<file path="src/rtl/core/hav_isqrt.sv">
`timescale 1ns / 1ps
`default_nettype none
// ----------------------------------------------------------------------------
// hav_isqrt
// Integer square root, one result bit per register stage, 32 stages.
// ----------------------------------------------------------------------------
module hav_isqrt (
    input  wire logic        i_clk,
    input  wire logic        i_rst_n,
    input  wire logic        i_en,
    input  wire logic        i_vld,
    input  wire logic [63:0] i_n,
    output logic             o_vld,
    output logic [31:0]      o_root
);

    localparam int STEPS = 32;

    logic [63:0] r_n   [STEPS];
    logic [63:0] r_res [STEPS];
    logic        r_v   [STEPS];

    for (genvar k = 0; k < STEPS; k++) begin : g_step
        logic [63:0] n_in, res_in, sum;
        logic        v_in;
        localparam logic [63:0] BIT = 64'd1 << (62 - 2 * k);
        if (k == 0) begin : g_first
            assign n_in   = i_n;
            assign res_in = '0;
            assign v_in   = i_vld;
        end else begin : g_next
            assign n_in   = r_n[k-1];
            assign res_in = r_res[k-1];
            assign v_in   = r_v[k-1];
        end
        assign sum = res_in + BIT;

        always_ff @(posedge i_clk) begin
            if (i_en) begin
                if (n_in >= sum) begin
                    r_n[k]   <= n_in - sum;
                    r_res[k] <= (res_in >> 1) + BIT;
                end else begin
                    r_n[k]   <= n_in;
                    r_res[k] <= res_in >> 1;
                end
            end
        end

        always_ff @(posedge i_clk) begin
            if (!i_rst_n) begin
                r_v[k] <= 1'b0;
            end else if (i_en) begin
                r_v[k] <= v_in;
            end
        end
    end

    assign o_root = r_res[STEPS-1][31:0];
    assign o_vld  = r_v[STEPS-1];

endmodule
`default_nettype wire

</file>
<file path="config.mk">
export PLATFORM = sky130hd
export DESIGN_NAME = hav_isqrt
export DESIGN_NICKNAME = d
export VERILOG_FILES = /design/src/rtl/core/hav_isqrt.sv
export SDC_FILE = /design/constraint.sdc
export NUM_CORES = 2
export LEC_CHECK = 0
export BUFFER_PORTS_ARGS = -buffer_cell sky130_fd_sc_hd__buf_4
export CORE_UTILIZATION = 43
export CTS_CLUSTER_DIAMETER = 80
export DETAILED_ROUTE_END_ITERATION = 10
export PLACE_DENSITY = 0.66
export SYNTH_ARGS = -nofsm -noshare
export SYNTH_HDL_FRONTEND = slang
export SYNTH_MEMORY_MAX_BITS = 65536
export SYNTH_SLANG_ARGS = --single-unit
export TNS_END_PERCENT = 20
</file>
<file path="constraint.sdc">
create_clock -name i_clk -period 5.8 [get_ports i_clk]
set_clock_uncertainty 0.15 [all_clocks]
set_input_delay 1.16 -clock i_clk [delete_from_list [all_inputs] [get_ports i_clk]]
set_output_delay 1.16 -clock i_clk [all_outputs]
set_load 0.02 [all_outputs]
</file>
# Word level (Yosys, flattened, before mapping)
# Memories as Yosys holds them, arrays and structs flattened.
# Cells that the tools add are included.
[word_totals]
reg_bits = 0
ram_bits = 4128
out_inout_bits = 33
word_cells = 517
memories = 3
[op_classes]
add_sub_neg = 94
n_lt_le_gt_ge = 32
muxes = 292
n_bitwise = 96
[memory_table]
columns = ["memory", "words", "word_bits", "rd", "rd_ports_with_merged_regs", "wr", "line_no", "rtl"]
rows = [
  ["r_n", 32, 64, 31, 0, 32, "19", "logic [63:0] r_n [STEPS];"],
  ["r_res", 32, 64, 32, 0, 32, "20", "logic [63:0] r_res [STEPS];"],
  ["r_v", 32, 1, 32, 0, 32, "21", "logic r_v [STEPS];"],
]
[op_table]
columns = ["operator", "count"]
rows = [
  ["two-way mux 64 bit", 64],
  ["greater-or-equal comparator 64 bit", 31],
  ["subtractor 64 bit", 31],
  ["two-way mux 1 bit", 228],
  ["OR 1 bit", 96],
  ["adder 63 x 1 -> 64 bit (second input constant)", 1],
  ["adder 63 x 11 -> 64 bit (second input constant)", 1],
  ["adder 63 x 13 -> 64 bit (second input constant)", 1],
  ["adder 63 x 15 -> 64 bit (second input constant)", 1],
  ["adder 63 x 17 -> 64 bit (second input constant)", 1],
  ["adder 63 x 19 -> 64 bit (second input constant)", 1],
  ["adder 63 x 21 -> 64 bit (second input constant)", 1],
  ["adder 63 x 23 -> 64 bit (second input constant)", 1],
  ["adder 63 x 25 -> 64 bit (second input constant)", 1],
  ["adder 63 x 27 -> 64 bit (second input constant)", 1],
  ["adder 63 x 29 -> 64 bit (second input constant)", 1],
  ["adder 63 x 3 -> 64 bit (second input constant)", 1],
  ["adder 63 x 31 -> 64 bit (second input constant)", 1],
  ["adder 63 x 33 -> 64 bit (second input constant)", 1],
  ["adder 63 x 35 -> 64 bit (second input constant)", 1],
  ["adder 63 x 37 -> 64 bit (second input constant)", 1],
  ["adder 63 x 39 -> 64 bit (second input constant)", 1],
  ["adder 63 x 41 -> 64 bit (second input constant)", 1],
  ["adder 63 x 43 -> 64 bit (second input constant)", 1],
  ["45 further kinds", 45],
]

# Longest topological paths before layout
# An unclocked memory read counts as a cell.
[depth]
ltp_word = 7
ltp_mapped = 15
mapped_depth_nobuf = 12

# Least setup slack after synthesis
# Ideal clock, no wire load.
[synth_path]
kind = "in2reg"
from = "in i_en"
to = "mem r_n[30][0] (netlist: r_n[1][896]), enable pin"
arrival_time_ns = 4.301
required_ns = 5.163
path_slack_ns = 0.862
stages = 3
cell_sequence = "clkbuf_1 > clkbuf_1 > clkbuf_1"
[synth_lines]
columns = ["item", "line_no", "rtl"]
rows = [
  ["start: declaration", "10", "input wire logic i_en,"],
  ["end: declaration", "19", ""],
]

==> results.txt <==
status: complete, no violations
Static Leak: 50.66 nW
Iteration-0 DRC Markers: 7472
DP Wirelength: 234600 um
WP data arrival: 5.05 ns
first-pass GRT wire length: 470100 um
CTS Sinks: 2544
Slowest cell on crit path: o31ai_1
switch share: 29.82%
clock slew at the register clock pins of the worst setup and hold paths: 0.06 ns
share of cells above drive strength 1: 7.363%
CTS tree: yes
Max Root-Sink Buffers: 4
Final WS setup: 1.193 ns
Clock Latency Late Sink: 0.91 ns
Layout Cells excl Fill: 13.99k
Slew HR: 21.52%
worst vdd ir: 0.0002698 V
routed wl met3: 17380 um
Worst setup EP type: register
ys flop type: edfxtp_1
switching pwr: 16.09 mW
Die H: 535.5 um
post-layout minimum cycle time: 4.607 ns
critical path startpoint category: register
Slew Viols, Final: 0
post-route clock period utilization: 79.43%
DRC: 0
most frequent cells in the layout: edfxtp_1 (2543), nand2_1 (729), inv_1 (679)
Post-Synthesis Cells: 9823
post-route setup TNS: 0 ns
CTS Hold Bufs: 0
maxcap violations: 0
Post-Syn Nets: 10.45k
fin nets: 10.65k
worst-path maximum fanout: 5
Finish-stage setup viols: 0
initial antenna violation count: 6
pre-CTS setup slack: 1.235 ns
Num CTS Buffers: 280
sequential power share: 46.9%
Global Route Usage Sum: 21.33%
Worst-Margin Slew: 1.174 ns
std cell rows: 195
clock power share: 32.4%
ANT nets after route: 0
largest net degree at the start of global routing: 191
worst path required time: 6.25 ns
syn_area_per_cell: 12.46 sq um
Resized cells post-CTS: 0
Buffers on Ports: 100
min-delay worst type: register to register
vias per cell: 5.658
met1 wire length: 129000 um
pwr dens: 395.0 nW/um^2
num ports: 101
routed len/inst: 22.24 um
total grt overflow: 0
vias post-DR: 79.13k
internal power: 37.86 mW
asr flop ratio synth: 0%
RePlAce Congestion: 0.9324
Starting Density: 43.28%
Die W: 535.5 um
fillcell total: 24.40k
Root Driver: clkbuf_16
Setup CP Type: register to register
register area share after synthesis: 62.41%
FMAX: 217.1 MHz
top sig layer: met5
register area: 76380 sq um
post-synthesis cell type count: 96
Detailed Route WL: 311100 um
vias in the first global route: 77.73k
r2r setup slk: 1.19 ns
area delta synth->final: 11.60%
# H-tree levels: 5
area of the mapped netlist: 122400 sq um
1st-pass router iterations: 6
Post-synth EDFFs: 2543
slowest stage delay, CP: 0.63 ns
Synth warnings: 0
RSZ-0062 raised after global routing: no
die area: 286800 sq um
Core Area: 282800 sq um
dpl cell area: 127600 sq um
placed cells: 13.49k
cell chain of the critical path: ha_1 -> nor2b_1 -> o31a_1 -> o31ai_1 -> a2111oi_0 -> buf_4 -> o21ai_0 -> a21oi_1 -> or3_1 -> or3_1 -> o41ai_1 -> o21ai_0
met2 wire length: 153600 um
multi-input logic area: 42580 sq um
post-route cell area: 136600 sq um
combinational share of power: 20.7%
Synth Register Bits: 2544
Final Hold Viols: 0
setup repair bufs after CTS: 0
most common cell after layout, fill and taps aside: edfxtp_1
-- flip-flops by register name, indices dropped and copies added, names as in the netlist --
| name | count |
|---|---|
| r_n | 1984 |
| r_res | 528 |
| r_v | 32 |
-- power by group through the flow --
stage	Combinational, mW	Clock [mW]	Sequential (mW)
global placement	10.9	0	25.6
finish	11.2	17.5	25.3
detailed placement	11.0	0	25.7
CTS	11.1	17.8	25.3
floorplan	8.26	0	24.7
global route	12.3	18.5	25.5
-- logic make-up (layout without fill, tap and decap cells) --
group / count (synthesis) / count (layout) / share of synthesized area [%]
xor gates and xnor gates: 898 / 898 / 6.426
and+or+nand+nor: 2975 / 2975 / 12.57
other: 0 / 3 / 0
muxes: 82 / 82 / 0.7391
adders and majority gates: 558 / 558 / 5.704
DFF: 2544 / 2544 / 62.41
buffers and inverters: 933 / 1350 / 2.896
AOI/OAI and AO/OA: 1833 / 1833 / 9.261
-- through the flow --
step | hold WS (ns) | util, % | total power [mW]
final | 0.2566 | 48.30 | 53.95
after global routing | 0.2301 | 48.30 | 56.35
after CTS | 0.2081 | 48.30 | 54.22
after detailed placement | 0.2746 | 45.13 | 36.65
after global placement | 0.2747 | 45.13 | 36.52
after floorplan | 0.2666 | - | 32.93
-- layer usage --
| layer | vias up | global-route usage (%) |
|---|---|---|
| met2 | 2552 | 37.16 |
| met5 | - | 0 |
| met3 | 582 | 2.741 |
| met1 | 38840 | 27.19 |
| li1 | 37160 | - |
| met4 | 2 | 7.594 |
-- worst max-delay path: cells and delay by family (launching register included) --
kind / cells / cell delay (ns)
simple gates: 3 / 1.06
fa+ha+maj: 1 / 0.38
flops: 1 / 0.38
buf+inv: 1 / 0.22
compound gates: 7 / 2.18
-- final timing paths --
path / start / to / cells after the start
worst min-delay path: r_n[0][325] / r_n[0][389] / 0
worst max-delay path: r_n[1][836] / r_n[1][948] / 12
worst min register to register: r_n[0][325] / r_n[0][389] / 0
worst max register to register: r_n[1][836] / r_n[1][948] / 12
-- cell type report --
type,instances,area share [%]
Multi-Input combinational cell,6346,31.17
Timing Repair Buffer,173,1.048
Antenna cell,3,0.005496
Clock buffer,337,5.425
Sequential cell,2544,55.92
Tap cell,3743,3.429
Inverter,681,1.871
Clock inverter,159,1.132
-- cells in the mapped netlist, types with 27 or more instances --
master    count  area [sq um]
edfxtp_1   2543         76360
nand2_1     729          2736
inv_1       680          2552
ha_1        558          6982
o21ai_0     554          2773
nor2_1      545          2046
a21oi_1     523          2618
xnor2_1     457          4003
xor2_1      441          3862
nor4_1      361          2258
nor3_1      283          1416
a21o_1      231          1734
clkbuf_1    216         810.8
nand4_1     170          1064
nand3_1     166         830.8
nand2b_1    119         744.5
or3_1       111         694.4
o21a_1       82         615.6
and3_1       81         506.7
nor2b_1      80         500.5
or4_1        80         600.6
mux2_2       67         754.5
o21bai_1     54         405.4
a211oi_1     50         375.4
nor4b_1      48         420.4
or2_2        47         294.0
o31ai_1      42         315.3
a31oi_1      40         250.2
o211ai_1     34         255.2
and2_1       32         200.2
nand4b_1     27         236.5
Power figures use the tool's default switching activity.
