<file path="src/rtl/core/hav_pkg.sv">
`timescale 1ns / 1ps
`default_nettype none
// ----------------------------------------------------------------------------
// hav_pkg
// Shared types, fixed-point constants and the arctangent table for the
// great-circle distance pipeline.
// ----------------------------------------------------------------------------
package hav_pkg;

    typedef logic signed [33:0] t_q30;

    localparam t_q30 DEG360_Q23 = 34'sd3019898880;
    localparam t_q30 DEG180_Q23 = 34'sd1509949440;
    localparam t_q30 DEG90_Q23  = 34'sd754974720;
    localparam logic signed [25:0] DEG_TO_RAD_Q30 = 26'sd18740330;
    localparam t_q30 INV_GAIN_Q30 = 34'sd652032874;
    localparam t_q30 ONE_Q30 = 34'sd1073741824;
    localparam logic [23:0] RADIUS_RESET = 24'd6371000;

    // Truncated atan(2^-i) in Q30 radians.
    function automatic logic [31:0] atan_q30(input int unsigned i);
        logic [31:0] v;
        case (i)
            0:  v = 32'd843314856;
            1:  v = 32'd497837829;
            2:  v = 32'd263043836;
            3:  v = 32'd133525158;
            4:  v = 32'd67021686;
            5:  v = 32'd33543515;
            6:  v = 32'd16775850;
            7:  v = 32'd8388437;
            8:  v = 32'd4194282;
            9:  v = 32'd2097149;
            10: v = 32'd1048575;
            11: v = 32'd524287;
            12: v = 32'd262143;
            13: v = 32'd131071;
            14: v = 32'd65535;
            15: v = 32'd32767;
            16: v = 32'd16383;
            17: v = 32'd8191;
            18: v = 32'd4095;
            19: v = 32'd2047;
            20: v = 32'd1023;
            21: v = 32'd511;
            22: v = 32'd255;
            23: v = 32'd127;
            24: v = 32'd63;
            25: v = 32'd31;
            26: v = 32'd15;
            27: v = 32'd7;
            28: v = 32'd3;
            29: v = 32'd1;
            default: v = 32'd0;
        endcase
        return v;
    endfunction

endpackage
`default_nettype wire

</file>
<file path="src/rtl/core/hav_angle.sv">
`timescale 1ns / 1ps
`default_nettype none
// ----------------------------------------------------------------------------
// hav_angle
// Reduces a Q23 degree angle into -90..90 degrees, noting a fold, and converts
// it to Q30 radians. Two register stages.
// ----------------------------------------------------------------------------
module hav_angle
    import hav_pkg::*;
(
    input  wire logic               i_clk,
    input  wire logic               i_rst_n,
    input  wire logic               i_en,
    input  wire logic               i_vld,
    input  wire logic signed [31:0] i_deg,
    output logic                    o_vld,
    output t_q30                    o_rad,
    output logic                    o_flip
);

    t_q30                     n_fold;
    logic                     n_flip;
    t_q30                     w_wrap;
    t_q30                     w_deg;
    logic signed [31:0]       r_fold;
    logic                     r_flip1;
    logic                     r_vld1;
    logic signed [57:0]       r_prod;
    logic                     r_flip2;
    logic                     r_vld2;

    always_comb begin
        w_deg = t_q30'(i_deg);
        if (w_deg >= DEG180_Q23) begin
            w_wrap = w_deg - DEG360_Q23;
        end else if (w_deg < -DEG180_Q23) begin
            w_wrap = w_deg + DEG360_Q23;
        end else begin
            w_wrap = w_deg;
        end
        n_flip = 1'b0;
        n_fold = w_wrap;
        if (w_wrap > DEG90_Q23) begin
            n_fold = DEG180_Q23 - w_wrap;
            n_flip = 1'b1;
        end else if (w_wrap < -DEG90_Q23) begin
            n_fold = -DEG180_Q23 - w_wrap;
            n_flip = 1'b1;
        end
    end

    always_ff @(posedge i_clk) begin
        if (i_en) begin
            r_fold  <= n_fold[31:0];
            r_flip1 <= n_flip;
            r_prod  <= r_fold * DEG_TO_RAD_Q30;
            r_flip2 <= r_flip1;
        end
    end

    always_ff @(posedge i_clk) begin
        if (!i_rst_n) begin
            r_vld1 <= 1'b0;
            r_vld2 <= 1'b0;
        end else if (i_en) begin
            r_vld1 <= i_vld;
            r_vld2 <= r_vld1;
        end
    end

    assign o_rad  = t_q30'(r_prod >>> 23);
    assign o_flip = r_flip2;
    assign o_vld  = r_vld2;

endmodule
`default_nettype wire

</file>
<file path="config.mk">
export PLATFORM = sky130hd
export DESIGN_NAME = hav_angle
export DESIGN_NICKNAME = d
export VERILOG_FILES = /design/src/rtl/core/hav_pkg.sv /design/src/rtl/core/hav_angle.sv
export SDC_FILE = /design/constraint.sdc
export NUM_CORES = 1
export LEC_CHECK = 0
export BUFFER_PORTS_ARGS = -buffer_cell sky130_fd_sc_hd__buf_2
export CAP_MARGIN = 20
export CORE_AREA = 4 4 234 281
export DETAILED_ROUTE_END_ITERATION = 10
export DIE_AREA = 0 0 238 285
export PLACE_DENSITY = 0.44
export SKIP_CTS_REPAIR_TIMING = 1
export SLEW_MARGIN = 10
export SYNTH_ARGS = -nofsm -noshare
export SYNTH_HDL_FRONTEND = slang
export SYNTH_SLANG_ARGS = --single-unit
</file>
<file path="constraint.sdc">
create_clock -name i_clk -period 8.3 [get_ports i_clk]
set_input_delay 0.83 -clock i_clk [delete_from_list [all_inputs] [get_ports i_clk]]
set_output_delay 0.83 -clock i_clk [all_outputs]
set_load 0.01 [all_outputs]
</file>
; ---- Yosys cells after proc, flatten, opt, wreduce, memory -nomap -nowiden
; Cells that the tools add are included.
[classes]
n_addsub = 4
muxes = 5
magnitude_cmp = 4
mul = 1
[ops]
columns = cell, count
row1 = 2-to-1 mux 34 bit, 2
row2 = 2-to-1 mux 32 bit, 2
row3 = subtractor 32 bit (first input constant), 2
row4 = multiplier 32 x 25 -> 56 bit (second input constant), 1
row5 = adder 32 x 33 -> 34 bit (second input constant), 1
row6 = > comparator 34 x 31 -> 1 bit (second input constant), 1
row7 = < comparator 34 x 31 -> 1 bit (second input constant), 1
row8 = subtractor 32 x 33 -> 34 bit (second input constant), 1
row9 = >= comparator 32 bit (second input constant), 1
row10 = < comparator 32 bit (second input constant), 1
row11 = 2-to-1 mux 1 bit, 1
[word_totals]
word_cells = 20
input_bits = 36
reg_bits = 92

; ---- Depth between registers and ports, before layout
[depth]
depth_word = 6
mapped_depth = 26

; ---- Least setup slack after synthesis
; OpenSTA, ideal clock, no wires.
[synth_timing]
path_kind = register to register
from = reg r_fold[31]
to = reg r_prod[56] (data pin)
n_path_buf = 2
arrival_ns = 7.104
period_less_slack_ns = 7.376
path_stages_with_launch = 25
slack_ns = 0.924
cell_sequence = edfxtp_1 -> clkbuf_1 -> clkbuf_1 -> inv_1 -> fa_1 -> inv_1 -> ha_1 -> inv_1 -> fa_1 -> fa_1 -> inv_1 -> fa_1 -> fa_1 -> inv_1 -> fa_1 -> inv_1 -> ha_1 -> and3_1 -> and4_1 -> and3_1 -> and4b_1 -> a32oi_1 -> nor2_1 -> a2111oi_0 -> xnor2_1
[synth_via]
elab_chain_len = 1
[synth_lines]
columns = item, line_no
row1 = "start, declared", hav_angle.sv:25  ; logic signed [31:0] r_fold;
row2 = "start signal, assigned", hav_angle.sv:54  ; r_fold <= n_fold[31:0];
row3 = multiplier 32 x 25 -> 56 bit, hav_angle.sv:56  ; r_prod <= r_fold * DEG_TO_RAD_Q30;
row4 = "end signal, assigned", hav_angle.sv:56
row5 = "end, declared", hav_angle.sv:28  ; logic signed [57:0] r_prod;
; No other way between the ends.
; A chain may end at the register's enable or synchronous reset.

; ---- Final worst setup path
[layout_timing]
from = reg r_fold[11]
to = reg r_prod[49] (data pin)
; The elaborated chain is that of the path after synthesis.

==> impl_metrics.csv <==
group,metric,value,unit
yosys,ys_async_sr_fraction,0,
sta,worst_clock_skew,0.0236,ns
floorplanning,io_pins,72,
job,maxCapViolCount,0,
floorplanning,die_area,67800,um^2
global_route,grt_overflow,0,
clock_tree,cts_tree,"built",
global_route,top_usage_layer,"met2",
critical_path,worst-setup-path-type,"reg -> reg",
yosys,postSynthCellCount,1857,
routing,drt_iter0_drc,473,
routing,finalWirelength,52100,um
routing,via_count,12200,
global_route,use_met2,0.305,
final_layout,antennaDiodeCount,0,
sta,final-max-slew-violation-count,0,
critical_path,cp.required,8.41,ns
critical_path,cp_top_family,"adder cells",
final_layout,fin_nets,2648,
floorplanning,row_count,101,
yosys,ys_seq_elements,70,
routing,drtAntennaViolNets,0,
hold_path,min_path_type,"reg -> reg",
critical_path,cp.depth,21,
yosys,syn_area,18700,um^2
yosys,ys_warn_count,0,
global_route,grt_pass1_wl,83300,um
floorplanning,start_util,0.297,
routing,firstDrtPassIters,5,
global_route,grt_use_met1,0.196,
critical_path,cp-end-kind,"flip-flop",
sta,rsz0062_at_grt,"no",
global_route,grt_max_degree,71,
placement,hpwl,46800,um
critical_path,crit_start,"r_fold[11]$_DFFE_PP_",
critical_path,crit_top_cell,"fa_1",
global_route,antenna_found_initial,0,
yosys,yosysTopAreaCell,"fa_1",
clock_tree,clk_pin_slew,0.08,ns
routing,wl_per_cell,18.8,um
critical_path,worstPathMaxFanout,7,
yosys,synth_top_area_share,0.395,
yosys,yosys-top-cells-area,"fa_1 39%, ha_1 20%, inv_1 14%",
placement,preCtsSetupSlack,0.244,ns
sta,min_period_over_period,0.961,
clock_tree,cts.sinks,70,
sta,slew_headroom,0.307,
yosys,synth.net_count,2556,
critical_path,critical-path-slowest-cell,"a211oi_1",
clock_tree,clk_latency,0.38,ns
sta,tightestPinTransition,1.04,ns
sta,period_minus_slack,7.97,ns
global_route,grt_pass1_vias,13900,
routing,remaining_drc_errors,0,
yosys,syn_avg_cell_area,10.1,um^2
floorplanning,fp.dieH,285,um
critical_path,cp.arrival,8.08,ns
routing,routed_via_density,4.40,
clock_tree,cts_root_buffer,"clkbuf_16",
sta,setup_violations,0,
critical_path,critPathBufInv,4,
clock_tree,cts_buffers,9,
placement,io_buffers,71,
yosys,ys_seq_area_frac,0.111,
global_route,grtUsageTotal,0.161,
critical_path,max_stage_delay,0.73,ns
floorplanning,core_region_area,63100,um^2
sta,setup_slack,0.327,ns
sta,finalSetupTns,0,ns
floorplanning,die-width,238,um
sta,hold_viol,0,
yosys,ys_types,72,
final_layout,area_growth,9.79,%
sta,max_freq,125,MHz
yosys,yosysMostFrequentCell,"inv_1",
yosys,synth-edff-count,68,
clock_tree,cts_buffer_depth,2,
global_route,gr-usage-met3,0.0113,
critical_path,path_cells,"inv_1 -> fa_1 -> fa_1 -> inv_1 -> fa_1 -> fa_1 -> fa_1 -> fa_1 -> inv_1 -> fa_1 -> inv_1 -> ha_1 -> a21oi_1 -> o211ai_1 -> a21oi_1 -> a211oi_1 -> a21oi_1 -> a31oi_1 -> a21o_1 -> a21boi_0 -> xnor2_1",
placement,place_congestion,0.869,
outcome,status,"finished clean",
clock_tree,htreeDepth,3,
yosys,synth_flop_cell,"edfxtp_1",
critical_path,r2r-start,"r_fold[11]$_DFFE_PP_",
yosys,synthTopCellsByCount,"685 x inv_1, 369 x fa_1, 294 x ha_1",
final_layout,layout-drive-gt1-share,0.0696,
hold_path,hold_start,"r_flip1$_SDFFCE_PP1P_",
critical_path,r2r_cells,21,
hold_path,holdPathStages,0,
critical_path,worst_setup_path_start_kind,"flip-flop",
layout by cell type, fill, tap and decap left out, types with 18 or more instances in the layout:
cell type  netlist  layout
inv_1          685     685
fa_1           369     369
ha_1           294     294
buf_2            2      70
edfxtp_1        68      68
xnor2_1         63      63
a21oi_1         47      47
buf_4            0      28
o21ai_0         27      27
nand2_1         27      27
nor2_1          27      27
xor2_1          27      27
a21o_1          18      18
final cells by class:
cell class	instances	area, um^2
Clock buffer	10	229
Sequential cell	70	2080
Fill cell	6567	42500
Timing Repair Buffer	98	561
Multi-Input combinational cell	1085	14000
Inverter	685	2570
Clock inverter	6	93.8
Tap cell	824	1030
state kept, by name (all words and copies together), names as in the netlist:
| register | flops |
|---|---|
| o_vld | 1 |
| r_flip1 | 1 |
| r_fold | 32 |
| r_prod | 34 |
| r_vld1 | 1 |
| o_flip | 1 |
worst paths after layout:
check                               to  slack [ns]
setup / recovery  r_prod[49]$_DFFE_PP_        0.33
hold / removal        o_flip$_DFFE_PP_        0.44
setup reg to reg  r_prod[49]$_DFFE_PP_        0.33
hold reg to reg       o_flip$_DFFE_PP_        0.44
metrics by stage:
stage          cells  cell area (um^2)  utilization  hold WS, ns
3_3_place_gp    2762             20200        0.321        0.402
4_1_cts         2778             20500        0.326        0.454
5_1_grt         2778             20500        0.326        0.459
6_report        2778             20500        0.326        0.442
2_1_floorplan   1857             18700            -        0.400
3_5_place_dp    2762             20200        0.321        0.440
cells by family after synthesis:
| group | synth area share |
|---|---|
| compound gates | 0.0683 |
| xor+xnor | 0.0421 |
| flops | 0.111 |
| simple gates | 0.0400 |
| mux | 0.00488 |
| fa+ha+maj | 0.591 |
| buf+inv | 0.142 |
layer usage:
metal,vias up,routed length (um)
met5,-,0
met1,6242,21600
li1,5814,-
met3,35,620
met4,0,1420
met2,123,28500
Power is not shown: default switching activity piles up to over one toggle a cycle in this logic, so the estimate is an artifact.
